[config.mk]
export PLATFORM = sky130hd
export DESIGN_NAME = adc_request_arbiter_unit
export DESIGN_NICKNAME = d
export VERILOG_FILES = /design/src/ara_pkg.sv /design/src/ara_table.sv /design/src/ara_seq.sv /design/src/adc_request_arbiter_unit.sv
export SDC_FILE = /design/constraint.sdc
export NUM_CORES = 1
export LEC_CHECK = 0
export ABC_CLOCK_PERIOD_IN_PS = 4900
export BUFFER_PORTS_ARGS = -buffer_cell sky130_fd_sc_hd__buf_2
export CORE_UTILIZATION = 47
export CTS_CLUSTER_DIAMETER = 120
export CTS_CLUSTER_SIZE = 10
export DETAILED_ROUTE_END_ITERATION = 6
export HOLD_SLACK_MARGIN = 0.06
export PLACE_DENSITY = 0.66
export SLEW_MARGIN = 30
export SYNTH_ARGS = -nofsm -noshare
export SYNTH_HDL_FRONTEND = slang
export SYNTH_SLANG_ARGS = --single-unit
[constraint.sdc]
create_clock -name clk_i -period 4.9 [get_ports clk_i]
set_clock_uncertainty 0.15 [all_clocks]
set_input_delay 0.49 -clock clk_i [delete_from_list [all_inputs] [get_ports clk_i]]
set_output_delay 0.49 -clock clk_i [all_outputs]
set_load 0.02 [all_outputs]
[src/ara_pkg.sv]
// ----------------------------------------------------------------------------
// ara_pkg: shared types and constants of the converter request arbiter
// holds command and status codes, sequencer states and control bundles
// ----------------------------------------------------------------------------
`timescale 1ns / 1ps
`default_nettype none

package ara_pkg;

  // fixed field widths
  localparam int PortBits    = 4;
  localparam int ChanBits    = 4;
  localparam int OwnerBits   = 8;
  localparam int FlagBits    = 8;
  localparam int SampleW     = 12;
  localparam int RefBits     = 16;

  localparam int DefNumPorts = 12;
  localparam int MaxChannel  = 15;
  localparam int SampleBits  = 12;
  localparam logic [SampleW-1:0] SampleMask = SampleW'((64'd1 << SampleBits) - 64'd1);

  localparam logic [RefBits-1:0]  ResetReference = 16'h017d;
  localparam logic [ChanBits-1:0] ResetBandgap   = 4'd10;

  // configuration port
  localparam int CfgAddrW = 3;
  localparam int CfgDataW = 32;

  // stream payload widths
  localparam int InDataW  = 40;
  localparam int InUserW  = 2;
  localparam int OutDataW = 48;
  localparam int OutUserW = 2;

  typedef logic [PortBits-1:0]  port_t;
  typedef logic [ChanBits-1:0]  chan_t;
  typedef logic [OwnerBits-1:0] owner_t;
  typedef logic [FlagBits-1:0]  flags_t;

  typedef enum logic [1:0] {
    CMD_BIND    = 2'd0,
    CMD_UNBIND  = 2'd1,
    CMD_REQUEST = 2'd2,
    CMD_DONE    = 2'd3
  } cmd_e;

  typedef enum logic [1:0] {
    STS_OK      = 2'd0,
    STS_INVALID = 2'd1,
    STS_BUSY    = 2'd2,
    STS_IGNORED = 2'd3
  } status_e;

  typedef enum logic [1:0] {
    ST_IDLE = 2'd0,
    ST_EXEC = 2'd1,
    ST_SCAN = 2'd2,
    ST_OUT  = 2'd3
  } state_e;

  // sequencer -> datapath
  typedef struct packed {
    logic ready;
    logic exec_en;
    logic scan_en;
    logic out_valid;
  } seq_ctrl_t;

  // datapath -> sequencer
  typedef struct packed {
    logic in_fire;
    logic out_fire;
    logic go_scan;
    logic scan_hit;
  } seq_stat_t;

  // port table write bundle
  typedef struct packed {
    logic   bind_we;
    logic   flags_we;
    port_t  waddr;
    chan_t  chan;
    owner_t owner;
    flags_t flags;
  } tbl_wr_t;

endpackage

`default_nettype wire

[src/ara_table.sv]
// ----------------------------------------------------------------------------
// ara_table: per-port channel, owner and pending-flag storage
// flop arrays with one shared read address chosen by the sequencer
// ----------------------------------------------------------------------------
`timescale 1ns / 1ps
`default_nettype none

module ara_table #(
  parameter int NUM_PORTS = ara_pkg::DefNumPorts,
  parameter int PortW     = (NUM_PORTS > 1) ? $clog2(NUM_PORTS) : 1
) (
  input  wire logic             clk_i,
  input  wire ara_pkg::tbl_wr_t wr_i,
  input  wire logic [PortW-1:0] rd_addr_i,
  output ara_pkg::chan_t        rd_chan_o,
  output ara_pkg::owner_t       rd_owner_o,
  output ara_pkg::flags_t       rd_flags_o
);
  import ara_pkg::*;

  chan_t  chan_q  [NUM_PORTS];
  owner_t owner_q [NUM_PORTS];
  flags_t flags_q [NUM_PORTS];

  logic [PortW-1:0] waddr;
  assign waddr = wr_i.waddr[PortW-1:0];

  // entries are never read before written, so no reset
  always_ff @(posedge clk_i) begin
    if (wr_i.bind_we) begin
      chan_q[waddr]  <= wr_i.chan;
      owner_q[waddr] <= wr_i.owner;
    end
    if (wr_i.flags_we) begin
      flags_q[waddr] <= wr_i.flags;
    end
  end

  assign rd_chan_o  = chan_q[rd_addr_i];
  assign rd_owner_o = owner_q[rd_addr_i];
  assign rd_flags_o = flags_q[rd_addr_i];

endmodule

`default_nettype wire

[src/ara_seq.sv]
// ----------------------------------------------------------------------------
// ara_seq: sequencer of the arbiter
// steps one beat through execute, pending scan and result hand-off
// ----------------------------------------------------------------------------
`timescale 1ns / 1ps
`default_nettype none

module ara_seq (
  input  wire logic               clk_i,
  input  wire logic               rst_ni,
  input  wire ara_pkg::seq_stat_t stat_i,
  output ara_pkg::seq_ctrl_t      ctrl_o,
  output ara_pkg::state_e         state_o
);
  import ara_pkg::*;

  state_e state_q, state_d;

  always_ff @(posedge clk_i or negedge rst_ni) begin
    if (!rst_ni) begin
      state_q <= ST_IDLE;
    end else begin
      state_q <= state_d;
    end
  end

  always_comb begin
    state_d = state_q;
    case (state_q)
      ST_IDLE: begin
        if (stat_i.in_fire) state_d = ST_EXEC;
      end
      ST_EXEC: begin
        state_d = stat_i.go_scan ? ST_SCAN : ST_OUT;
      end
      ST_SCAN: begin
        if (stat_i.scan_hit) state_d = ST_OUT;
      end
      ST_OUT: begin
        if (stat_i.out_fire) state_d = ST_IDLE;
      end
      default: state_d = ST_IDLE;
    endcase
  end

  always_comb begin
    ctrl_o = '0;
    case (state_q)
      ST_IDLE: ctrl_o.ready     = 1'b1;
      ST_EXEC: ctrl_o.exec_en   = 1'b1;
      ST_SCAN: ctrl_o.scan_en   = 1'b1;
      ST_OUT:  ctrl_o.out_valid = 1'b1;
      default: ctrl_o = '0;
    endcase
  end

  assign state_o = state_q;

endmodule

`default_nettype wire

[src/adc_request_arbiter_unit.sv]
// ----------------------------------------------------------------------------
// adc_request_arbiter_unit: shares one converter among logical ports
// bind, unbind, sample request and conversion-done handling with a
// lowest-port-first pending scan and bandgap reference capture
// ----------------------------------------------------------------------------
// One beat is taken at a time. An accepted beat passes through the execute
// step and then waits in the output register until the result beat is taken;
// the next beat is accepted once the block is back in idle. A conversion-done
// with requests pending also walks the pending mask one port per cycle through
// the single table read port, starting at port 0 and stopping at the lowest
// pending port, before its result is shown. s_axis_tready is high only while
// the block holds no beat. There is no clearing pass after reset; port tables
// are only read once bound or pending. bandgap_channel is written at paddr 0
// over the APB port and should be changed only while the block is idle.
`timescale 1ns / 1ps
`default_nettype none

module adc_request_arbiter_unit #(
  parameter int NUM_PORTS = ara_pkg::DefNumPorts
) (
  input  wire logic                          clk_i,
  input  wire logic                          rst_ni,
  // command stream
  input  wire logic                          s_axis_tvalid,
  output logic                               s_axis_tready,
  // port_index[3:0], channel[7:4], caller_id[15:8], request_flags[23:16],
  // sample[35:24], zero pad[39:36]
  input  wire logic [ara_pkg::InDataW-1:0]   s_axis_tdata,
  // command[1:0]
  input  wire logic [ara_pkg::InUserW-1:0]   s_axis_tuser,
  // result stream
  output logic                               m_axis_tvalid,
  input  wire logic                          m_axis_tready,
  // deliver_valid[0], deliver_port[4:1], deliver_sample[16:5],
  // deliver_flags[24:17], start_valid[25], start_channel[29:26],
  // reference_value[45:30], zero pad[47:46]
  output logic [ara_pkg::OutDataW-1:0]       m_axis_tdata,
  // status[1:0]
  output logic [ara_pkg::OutUserW-1:0]       m_axis_tuser,
  // configuration
  input  wire logic                          psel,
  input  wire logic                          penable,
  input  wire logic                          pwrite,
  input  wire logic [ara_pkg::CfgAddrW-1:0]  paddr,
  input  wire logic [ara_pkg::CfgDataW-1:0]  pwdata,
  output logic [ara_pkg::CfgDataW-1:0]       prdata,
  output logic                               pready
);
  import ara_pkg::*;

  localparam int PortW = (NUM_PORTS > 1) ? $clog2(NUM_PORTS) : 1;
  localparam logic [PortBits:0] NumPortsW = (PortBits+1)'(NUM_PORTS);
  localparam chan_t MaxChan = ChanBits'(MaxChannel);

  // --------------------------------------------------------------------------
  // configuration register
  // --------------------------------------------------------------------------
  chan_t bandgap_q;
  logic  cfg_sel;

  assign pready  = 1'b1;
  assign cfg_sel = (paddr[2] == 1'b0);

  always_ff @(posedge clk_i or negedge rst_ni) begin
    if (!rst_ni) begin
      bandgap_q <= ResetBandgap;
    end else if (psel && penable && pwrite && pready && cfg_sel) begin
      bandgap_q <= pwdata[ChanBits-1:0];
    end
  end

  assign prdata = cfg_sel ? CfgDataW'(bandgap_q) : '0;

  // --------------------------------------------------------------------------
  // sequencer
  // --------------------------------------------------------------------------
  seq_ctrl_t ctrl;
  seq_stat_t stat;
  state_e    state;

  ara_seq u_seq (
    .clk_i   (clk_i),
    .rst_ni  (rst_ni),
    .stat_i  (stat),
    .ctrl_o  (ctrl),
    .state_o (state)
  );

  assign s_axis_tready = ctrl.ready;
  assign m_axis_tvalid = ctrl.out_valid;

  // --------------------------------------------------------------------------
  // captured command beat
  // --------------------------------------------------------------------------
  cmd_e                cmd_q;
  port_t               port_q;
  chan_t               chan_q;
  owner_t              caller_q;
  flags_t              flags_q;
  logic [SampleW-1:0]  sample_q;
  logic                in_fire;

  assign in_fire = s_axis_tvalid && s_axis_tready;

  always_ff @(posedge clk_i) begin
    if (in_fire) begin
      cmd_q    <= cmd_e'(s_axis_tuser);
      port_q   <= s_axis_tdata[3:0];
      chan_q   <= s_axis_tdata[7:4];
      caller_q <= s_axis_tdata[15:8];
      flags_q  <= s_axis_tdata[23:16];
      sample_q <= s_axis_tdata[35:24];
    end
  end

  // --------------------------------------------------------------------------
  // arbiter state
  // --------------------------------------------------------------------------
  logic                 busy_q, busy_d;
  logic [NUM_PORTS-1:0] bound_q, bound_d;
  logic [NUM_PORTS-1:0] pending_q, pending_d;
  logic [PortW-1:0]     active_q, active_d;
  flags_t               act_flags_q, act_flags_d;
  logic [RefBits-1:0]   ref_q, ref_d;
  logic [PortW-1:0]     scan_q, scan_d;

  // result register
  status_e             status_q, status_d;
  logic                dv_q, dv_d;
  port_t               dport_q, dport_d;
  logic [SampleW-1:0]  dsample_q, dsample_d;
  flags_t              dflags_q, dflags_d;
  logic                sv_q, sv_d;
  chan_t               schan_q, schan_d;

  // --------------------------------------------------------------------------
  // port table, one read address a cycle
  // --------------------------------------------------------------------------
  tbl_wr_t          tbl_wr;
  logic [PortW-1:0] rd_addr;
  logic [PortW-1:0] port_idx;
  chan_t            rd_chan;
  owner_t           rd_owner;
  flags_t           rd_flags;

  assign port_idx = port_q[PortW-1:0];

  // scan walks the pending ports, done reads the active port, others their own port
  always_comb begin
    if (state == ST_SCAN) begin
      rd_addr = scan_q;
    end else if (cmd_q == CMD_DONE) begin
      rd_addr = active_q;
    end else begin
      rd_addr = port_idx;
    end
  end

  ara_table #(
    .NUM_PORTS (NUM_PORTS),
    .PortW     (PortW)
  ) u_table (
    .clk_i      (clk_i),
    .wr_i       (tbl_wr),
    .rd_addr_i  (rd_addr),
    .rd_chan_o  (rd_chan),
    .rd_owner_o (rd_owner),
    .rd_flags_o (rd_flags)
  );

  // --------------------------------------------------------------------------
  // execute and scan datapath
  // --------------------------------------------------------------------------
  logic                 port_ok;
  logic                 bound_hit;
  logic                 owner_match;
  logic [NUM_PORTS-1:0] port_bit;
  logic [NUM_PORTS-1:0] scan_bit;
  logic                 scan_hit;

  assign port_ok     = ({1'b0, port_q} < NumPortsW);
  assign bound_hit   = port_ok && bound_q[port_idx];
  assign owner_match = (rd_owner == caller_q);
  assign scan_hit    = pending_q[scan_q];

  always_comb begin
    port_bit = '0;
    if (port_ok) port_bit[port_idx] = 1'b1;
    scan_bit = '0;
    scan_bit[scan_q] = 1'b1;
  end

  assign stat.in_fire  = in_fire;
  assign stat.out_fire = m_axis_tvalid && m_axis_tready;
  assign stat.go_scan  = (cmd_q == CMD_DONE) && busy_q && (pending_q != '0);
  assign stat.scan_hit = scan_hit;

  always_comb begin
    busy_d      = busy_q;
    bound_d     = bound_q;
    pending_d   = pending_q;
    active_d    = active_q;
    act_flags_d = act_flags_q;
    ref_d       = ref_q;
    scan_d      = scan_q;
    status_d    = status_q;
    dv_d        = dv_q;
    dport_d     = dport_q;
    dsample_d   = dsample_q;
    dflags_d    = dflags_q;
    sv_d        = sv_q;
    schan_d     = schan_q;
    tbl_wr      = '0;
    tbl_wr.waddr = port_q;
    tbl_wr.chan  = chan_q;
    tbl_wr.owner = caller_q;
    tbl_wr.flags = flags_q;

    if (ctrl.exec_en) begin
      status_d  = STS_OK;
      dv_d      = 1'b0;
      dport_d   = '0;
      dsample_d = '0;
      dflags_d  = '0;
      sv_d      = 1'b0;
      schan_d   = '0;
      scan_d    = '0;
      case (cmd_q)
        CMD_BIND: begin
          if (!port_ok || (chan_q > MaxChan)) begin
            status_d = STS_INVALID;
          end else if (busy_q || (bound_hit && !owner_match)) begin
            status_d = STS_BUSY;
          end else begin
            tbl_wr.bind_we = 1'b1;
            bound_d        = bound_q | port_bit;
          end
        end
        CMD_UNBIND: begin
          if (!bound_hit || !owner_match) begin
            status_d = STS_INVALID;
          end else begin
            // dropping the pending bit keeps an unmapped port from starting
            bound_d   = bound_q & ~port_bit;
            pending_d = pending_q & ~port_bit;
          end
        end
        CMD_REQUEST: begin
          if (!bound_hit) begin
            status_d = STS_INVALID;
          end else if (busy_q) begin
            pending_d       = pending_q | port_bit;
            tbl_wr.flags_we = 1'b1;
          end else begin
            busy_d      = 1'b1;
            active_d    = port_idx;
            act_flags_d = flags_q;
            sv_d        = 1'b1;
            schan_d     = rd_chan;
          end
        end
        CMD_DONE: begin
          if (!busy_q) begin
            // stray completion
            status_d = STS_IGNORED;
          end else begin
            dv_d      = 1'b1;
            dport_d   = port_t'(active_q);
            dsample_d = sample_q & SampleMask;
            dflags_d  = act_flags_q;
            // no capture when the active port was unbound mid-conversion
            if (bound_q[active_q] && (rd_chan == bandgap_q)) begin
              ref_d = RefBits'(sample_q & SampleMask);
            end
            busy_d = 1'b0;
          end
        end
        default: status_d = STS_OK;
      endcase
    end

    // lowest pending port first, one port per cycle
    if (ctrl.scan_en) begin
      if (scan_hit) begin
        pending_d   = pending_q & ~scan_bit;
        busy_d      = 1'b1;
        active_d    = scan_q;
        act_flags_d = rd_flags;
        sv_d        = 1'b1;
        schan_d     = rd_chan;
      end else begin
        scan_d = scan_q + PortW'(1);
      end
    end
  end

  always_ff @(posedge clk_i or negedge rst_ni) begin
    if (!rst_ni) begin
      busy_q      <= 1'b0;
      bound_q     <= '0;
      pending_q   <= '0;
      active_q    <= '0;
      act_flags_q <= '0;
      ref_q       <= ResetReference;
      scan_q      <= '0;
    end else begin
      busy_q      <= busy_d;
      bound_q     <= bound_d;
      pending_q   <= pending_d;
      active_q    <= active_d;
      act_flags_q <= act_flags_d;
      ref_q       <= ref_d;
      scan_q      <= scan_d;
    end
  end

  // result payload, held until the beat is taken
  always_ff @(posedge clk_i) begin
    status_q  <= status_d;
    dv_q      <= dv_d;
    dport_q   <= dport_d;
    dsample_q <= dsample_d;
    dflags_q  <= dflags_d;
    sv_q      <= sv_d;
    schan_q   <= schan_d;
  end

  // --------------------------------------------------------------------------
  // result beat packing
  // --------------------------------------------------------------------------
  assign m_axis_tuser = status_q;
  assign m_axis_tdata = {2'b00, ref_q, schan_q, sv_q, dflags_q, dsample_q, dport_q, dv_q};

  // --------------------------------------------------------------------------
  // assertions
  // --------------------------------------------------------------------------
  // only bound ports may wait for a conversion
  a_pending_bound : assert property (@(posedge clk_i) disable iff (!rst_ni)
    (pending_q & ~bound_q) == '0)
    else $error("pending port is not bound");

  // one beat at a time: never ready while a result is shown
  a_one_beat : assert property (@(posedge clk_i) disable iff (!rst_ni)
    !(s_axis_tready && m_axis_tvalid))
    else $error("input ready while result held");

  // a reported start leaves the converter busy
  a_start_busy : assert property (@(posedge clk_i) disable iff (!rst_ni)
    (m_axis_tvalid && sv_q) |-> busy_q)
    else $error("start reported while idle");

  // a delivery always carries ok status
  a_deliver_ok : assert property (@(posedge clk_i) disable iff (!rst_ni)
    (m_axis_tvalid && dv_q) |-> (status_q == STS_OK))
    else $error("delivery with non-ok status");

endmodule

`default_nettype wire

==> Yosys cells after proc, flatten, opt, wreduce, memory -nomap -nowiden <==
Memory sizes are Yosys's and may differ from the RTL's.
Index checks and enable logic that the tools add are counted.
{ "word_totals": {"ff_bits": 129, "ram_bits": 240, "inputBits": 84, "out_inout_bits": 85, "word_cells": 164, "n_memories": 3} }
{ "classes": {"addsub": 1, "order_cmp": 7, "n_eq_ne": 14, "n_mux": 83, "bitwise": 8, "reduce_logical": 26} }
{ "memory_table": {"columns": ["name", "words", "width", "read_ports", "rd_clocked_by_memory_dff", "wr", "line", "rtl"], "rows": [
  ["u_table.flags_q", 12, 8, 1, 0, 1, "ara_table.sv:23", "flags_t flags_q [NUM_PORTS];"],
  ["u_table.owner_q", 12, 8, 1, 0, 1, "ara_table.sv:22", "owner_t owner_q [NUM_PORTS];"],
  ["u_table.chan_q", 12, 4, 1, 0, 1, "ara_table.sv:21", "chan_t chan_q [NUM_PORTS];"]
]} }
{ "ops": {"columns": ["op", "count"], "rows": [
  ["12-bit two-way mux", 10],
  ["4-bit two-way mux", 18],
  ["8-bit two-way mux", 6],
  ["12-bit case mux with 2 select lines", 2],
  ["12-bit AND", 3],
  ["1-bit two-way mux", 32],
  ["12-bit inverter", 2],
  ["12-bit bitwise OR", 2],
  ["2-bit case mux with 4 select lines", 2],
  ["4-bit by 5-bit < comparator with 1-bit output (second input constant)", 3],
  ["2-bit two-way mux", 7],
  ["1-bit binary-select mux with 4-bit select", 3],
  ["1-bit logical AND", 12],
  ["2-bit inequality test (second input constant)", 6],
  ["12-bit nonzero test", 1],
  ["1-bit demux with 4-bit select", 2],
  ["2-bit equality test (second input constant)", 4],
  ["8-bit equality test", 1],
  ["4-bit by 1-bit >= comparator with 1-bit output (second input constant)", 2],
  ["5-bit AND reduction", 1],
  ["4-bit by 1-bit adder with 4-bit output (second input constant)", 1],
  ["2-bit by 1-bit equality test with 1-bit output (second input constant)", 2],
  ["4-bit equality test", 1],
  ["4-bit greater-than comparator (second input constant)", 1],
  ["other kinds (10)", 15]
]} }

==> Logic depth before layout (Yosys ltp) <==
An unclocked memory read counts as a cell.
{ "logic_depth": {"depth_word": 14, "depth_mapped": 16, "ltp_nobuf": 12} }

==> Hierarchy <==
Synthesis repeated with hierarchy kept, for this count alone.
{ "unflattened": {"cells_unflattened": 985, "area_unflattened_um2": 15687.5} }
{ "modules_own_cells": {"columns": ["module", "instances", "cells_per_inst", "area_each_um2", "seq_area_each_um2"], "rows": [
  ["ara_table", 1, 421, 9166.3, 7206.9],
  ["adc_request_arbiter_unit", 1, 547, 6339.8, 3489.6],
  ["ara_seq", 1, 17, 181.4, 50.0]
]} }

==> Least setup slack after synthesis <==
No wires, ideal clock.
{ "synth_timing": {"path_type": "register to register", "start": "register cmd_q[0]", "end": "memory u_table.chan_q[3][0] (netlist name) (enable)", "setup_ps": 380, "arrival_ps": 3646, "required_ps": 4370, "slack_ps": 723, "stages_incl_launch_ff": 16, "path_buffers": 4, "synth_period_minus_slack_ps": 4177, "cell_sequence": "edfxtp_1 > ha_1 > buf_6 > mux2i_4 > o21ai_1 > buf_6 > buf_4 > mux2_2 > o22ai_1 > o21ai_0 > o21bai_1 > a32oi_1 > a31oi_1 > or2_1 > buf_2 > nor2_1"} }
{ "synth_between": {"elab_chain_cells": 14, "elab_cells_between_ends": 15, "classes_between": "eq/ne (2); mux (8); reduce/logical (4); memory (1)"} }
{ "synth_lines": {"columns": ["item", "line", "rtl"], "rows": [
  ["start: declaration", "adc_request_arbiter_unit.sv:95", "cmd_e cmd_q;"],
  ["start signal: assignment", "adc_request_arbiter_unit.sv:107", "cmd_q <= cmd_e'(s_axis_tuser);"],
  ["2-bit equality test", "adc_request_arbiter_unit.sv:152", "end else if (cmd_q == CMD_DONE) begin"],
  ["4-bit two-way mux", "adc_request_arbiter_unit.sv:152", null],
  ["4-bit two-way mux", "adc_request_arbiter_unit.sv:150", "if (state == ST_SCAN) begin"],
  ["memory 12 x 8 bit", null, null],
  ["8-bit equality test", "adc_request_arbiter_unit.sv:183", "assign owner_match = (rd_owner == caller_q);"],
  ["1-bit logical NOT", "adc_request_arbiter_unit.sv:232", "end else if (busy_q || (bound_hit && !owner_match)) begin"],
  ["1-bit logical AND", "adc_request_arbiter_unit.sv:232", null],
  ["1-bit logical OR", "adc_request_arbiter_unit.sv:232", null],
  ["1-bit two-way mux", "adc_request_arbiter_unit.sv:232", null],
  ["1-bit two-way mux", "adc_request_arbiter_unit.sv:230", "if (!port_ok || (chan_q > MaxChan)) begin"],
  ["1-bit two-way mux *", "adc_request_arbiter_unit.sv:228", "case (cmd_q)"],
  ["2-bit two-way mux *", "adc_request_arbiter_unit.sv:219", "if (ctrl.exec_en) begin"],
  ["1-bit two-way mux *", "ara_table.sv:30", "if (wr_i.bind_we) begin"],
  ["1-bit two-way mux (implied by the code) *", "ara_table.sv:31", "chan_q[waddr] <= wr_i.chan;"],
  ["end: declaration", "ara_table.sv:21", null]
]} }
Mark *: on every way between the ends. The rest lies on a longest branch, timed or not.

==> Worst setup path in the final report <==
{ "layout_timing": {"start": "register cmd_q[0]", "end": "memory u_table.chan_q[9][3] (netlist name) (enable)"} }
Same word-level chain as after synthesis.

==> flow_metrics.py <==
metrics = {
    "outcome": {
        "status": "complete, no violations",
    },
    "drt": {
        "first_iter_violations": 756,
        "first_pass_iters": 6,
        "drcViolationCount": 0,
        "avgRoutedWirePerCell_um": 21.1,
        "drtAntennaViolNets": 0,
        "viasPerCell": 5.66,
        "drt-total-wl_mm": 36.6,
        "num_vias": 9819,
    },
    "finish": {
        "drive_above_1_share": 0.245,
        "antenna_cells": 0,
        "fin_nets": 1361,
        "area_growth_pct": 16.6,
    },
    "critical_path": {
        "startpoint_type": "flip-flop",
        "worstReg2RegStart": "cmd_q[0]$_DFFE_PP_",
        "critPathCaptureType": "flip-flop",
        "crit_fanout": 19,
        "crit_start": "cmd_q[0]$_DFFE_PP_",
        "criticalPathCategory": "reg2reg",
        "critPathRequiredTime_ns": 4.98,
        "arrival_ns": 4.68,
    },
    "sta": {
        "setup_viol": 0,
        "tightest_slew_ns": 0.905,
        "fin_crit_sh": 0.939,
        "drv_slew": 0,
        "whs_ns": 0.305,
        "fin_crit_ns": 4.60,
        "rsz0062_at_grt": "no",
        "finalHoldViolCount": 0,
        "fin_ws_ns": 0.301,
        "fmax_mhz": 217,
        "slew_headroom": 0.397,
        "timing.setup.tns_ns": 0,
    },
    "logic_synthesis": {
        "ys_async_sr_fraction": 0.160,
        "synth_area_um2": 16300,
        "yosysUniqueCellTypes": 68,
        "avgSynthCellArea_um2": 14.9,
        "synth_top_area_frac": 0.562,
        "synth_top_area_cell": "edfxtp_1",
        "ys_warn_count": 0,
        "synth.ff_latch_count": 369,
        "yosys-top-cells-area": "edfxtp_1 56%, dfrtp_1 7.7%, mux4_2 6.4%, mux2i_1 4.1%, mux2_2 2.8%",
        "synthFlopType": "edfxtp_1",
        "synthesis.instances": 1090,
        "synth-edff-count": 305,
        "yosysSeqAreaShare": 0.660,
    },
    "floorplanning": {
        "std_cell_rows": 67,
        "fp.dieArea_um2": 35400,
        "initial_core_util": 0.482,
        "die_h_um": 188,
        "core_area_um2": 33800,
        "die_w_um": 188,
        "io_pins": 169,
    },
    "worst_hold_path": {
        "hp-start": "penable",
        "min_path_type": "in2reg",
    },
    "grt": {
        "first_global_vias": 9651,
        "use_met2": 0.342,
        "overflow": 0,
        "grt_max_degree": 60,
        "grt.busiest_layer": "met2",
        "antenna_found_initial": 0,
        "use_met3": 0.0356,
        "grt_pass1_wl_mm": 56.4,
        "grt_util_met1": 0.293,
        "grt_usage": 0.209,
    },
    "cts": {
        "cts_tree": "built",
        "clockRootBuffer": "clkbuf_16",
        "path_clk_slew_ns": 0.05,
        "insertion_delay_ns": 0.52,
        "cts_num_sinks": 369,
        "cts_buffers": 42,
        "h-tree-depth": 2,
        "cts_buffer_depth": 3,
        "cts_setup_buffers": 0,
    },
    "place": {
        "hpwl_mm": 23.4,
        "dp_slack_ns": 0.206,
        "place.gp.congestion": 0.918,
        "numPortBuffers": 99,
    },
    "power": {
        "p_per_area_nw_per_um2": 502,
        "p_leak_uw": 0.00691,
        "power_uw": 9540,
        "ir_worst_vdd_mv": 0.348,
    },
    "job": {
        "drv_cap": 0,
    },
}
[final cells by class]
type	instances	area [um2]
Clock inverter	1	8.76
Clock buffer	67	1170
Sequential cell	369	10700
Inverter	26	97.6
Tap cell	448	561
Multi-Input combinational cell	631	4990
Fill cell	2732	14800
Timing Repair Buffer	194	1430
[final timing paths]
check	end	cells after the start	slack [ns]
hold reg to reg	ref_q[9]$_DFFE_PN0P_	1	0.35
setup / recovery	u_table.chan_q[9][3]$_DFFE_PP_	13	0.30
hold / removal	bandgap_q[0]$_DFFE_PN0P_	3	0.30
min in group asynchronous	ref_q[1]$_DFFE_PN0P_	3	0.53
setup reg to reg	u_table.chan_q[9][3]$_DFFE_PP_	13	0.30
max in group asynchronous	u_seq.state_o[1]$_DFFE_PN0P_	3	3.51
[per-layer routing]
layer  share of wire  vias to the layer above  wire (um)
li1                -                     4458          -
met4           0.019                        0        697
met2            0.48                      378      17400
met1            0.44                     4923      16200
met3           0.064                       60       2350
met5               0                        -          0
[registers in the layout, indices dropped and copies added, names as in the netlist, 2 cells and up, named ones only]
signal and count:
act_flags_q 8, active_q 4, bandgap_q 4, caller_q 8, chan_q 4, cmd_q 2, dflags_q 8, dport_q 4
dsample_q 12, flags_q 8, m_axis_tuser 2, pending_q 12, port_idx 4, ref_q 12, sample_q 12, scan_q 4
schan_q 4, u_seq.state_o 2, u_table.chan_q 48, u_table.flags_q 96, u_table.owner_q 96
[cell families (layout without fill, tap and decap cells)]
logic type               after synthesis  after routing  share of synthesized area
flip-flops                           369            369                      0.660
AND/OR/NAND/NOR                      261            261                     0.0774
AO/OA/AOI/OAI                        158            158                     0.0673
other                                  2             35                   0.000461
adder cells (fa/ha/maj)               13             13                    0.00998
buffers and inverters                123            288                     0.0434
multiplexers                         157            157                      0.138
XOR/XNOR                               7              7                    0.00376
[report_power, final]
part | leakage (uW) | internal [uW] | switching (uW)
Combinational | 0.00278 | 1160 | 1660
Sequential | 0.00357 | 3730 | 237
Clock | 0.000563 | 1610 | 1140
Total | 0.00691 | 6500 | 3040
[cells in the final DEF (no fill, tap or decap), types with 24 or more instances in the layout]
| cell | Yosys | final |
|---|---|---|
| edfxtp_1 | 305 | 305 |
| buf_2 | 14 | 99 |
| nand2_1 | 90 | 90 |
| mux2i_1 | 66 | 66 |
| nor2_1 | 57 | 57 |
| dfrtp_1 | 50 | 50 |
| mux4_2 | 46 | 46 |
| clkbuf_16 | 0 | 43 |
| dlygate4sd3_1 | 0 | 43 |
| buf_4 | 40 | 43 |
| a21oi_1 | 41 | 41 |
| mux2_2 | 40 | 40 |
| conb_1 | 2 | 35 |
| and3_1 | 30 | 30 |
| inv_1 | 26 | 26 |
| o21ai_0 | 24 | 24 |
| clkbuf_1 | 29 | 24 |
[critical path, stage by stage, from the launching register on]
cell	delay (ns)
edfxtp_1	0.42
ha_1	0.39
mux2i_4	0.30
o21ai_2	0.15
buf_4	0.33
mux2i_1	0.27
o22ai_1	0.13
a2111oi_1	0.45
a2111oi_2	0.15
nor4_4	0.36
a31oi_1	0.23
or2_1	0.46
nor2_1	0.28
buf_12	0.19
[timing repair]
item                                    CTS  global route
endpoints found under the hold margin    92             0
hold buffers                             43             0
gates resized for setup                   0             2
endpoints found under the setup margin    0           144
[per-stage QoR]
step           area, um2  utilization  cells
6_report           19000        0.562   1736
5_1_grt            19000        0.562   1736
4_1_cts            19000        0.562   1736
3_5_place_dp       17400        0.515   1625
3_3_place_gp       17400        0.515   1625
2_1_floorplan      16400            -   1123
[Yosys cell counts (7+ instances only)]
library cell / n
mux4_2: 46
a21oi_1: 41
a31oi_1: 13
o21ai_0: 24
o211ai_1: 9
buf_2: 14
nor3_1: 16
dfrtp_1: 50
and3_1: 30
o22ai_1: 16
mux2i_1: 66
nand2_1: 90
mux2_2: 40
inv_1: 26
clkbuf_1: 29
ha_1: 13
nand3b_1: 9
nand3_1: 23
a221oi_1: 7
edfxtp_1: 305
nor2b_1: 10
a221oi_2: 8
dfstp_2: 9
nor2_1: 57
buf_4: 40
(Power assumes the default switching activity.)
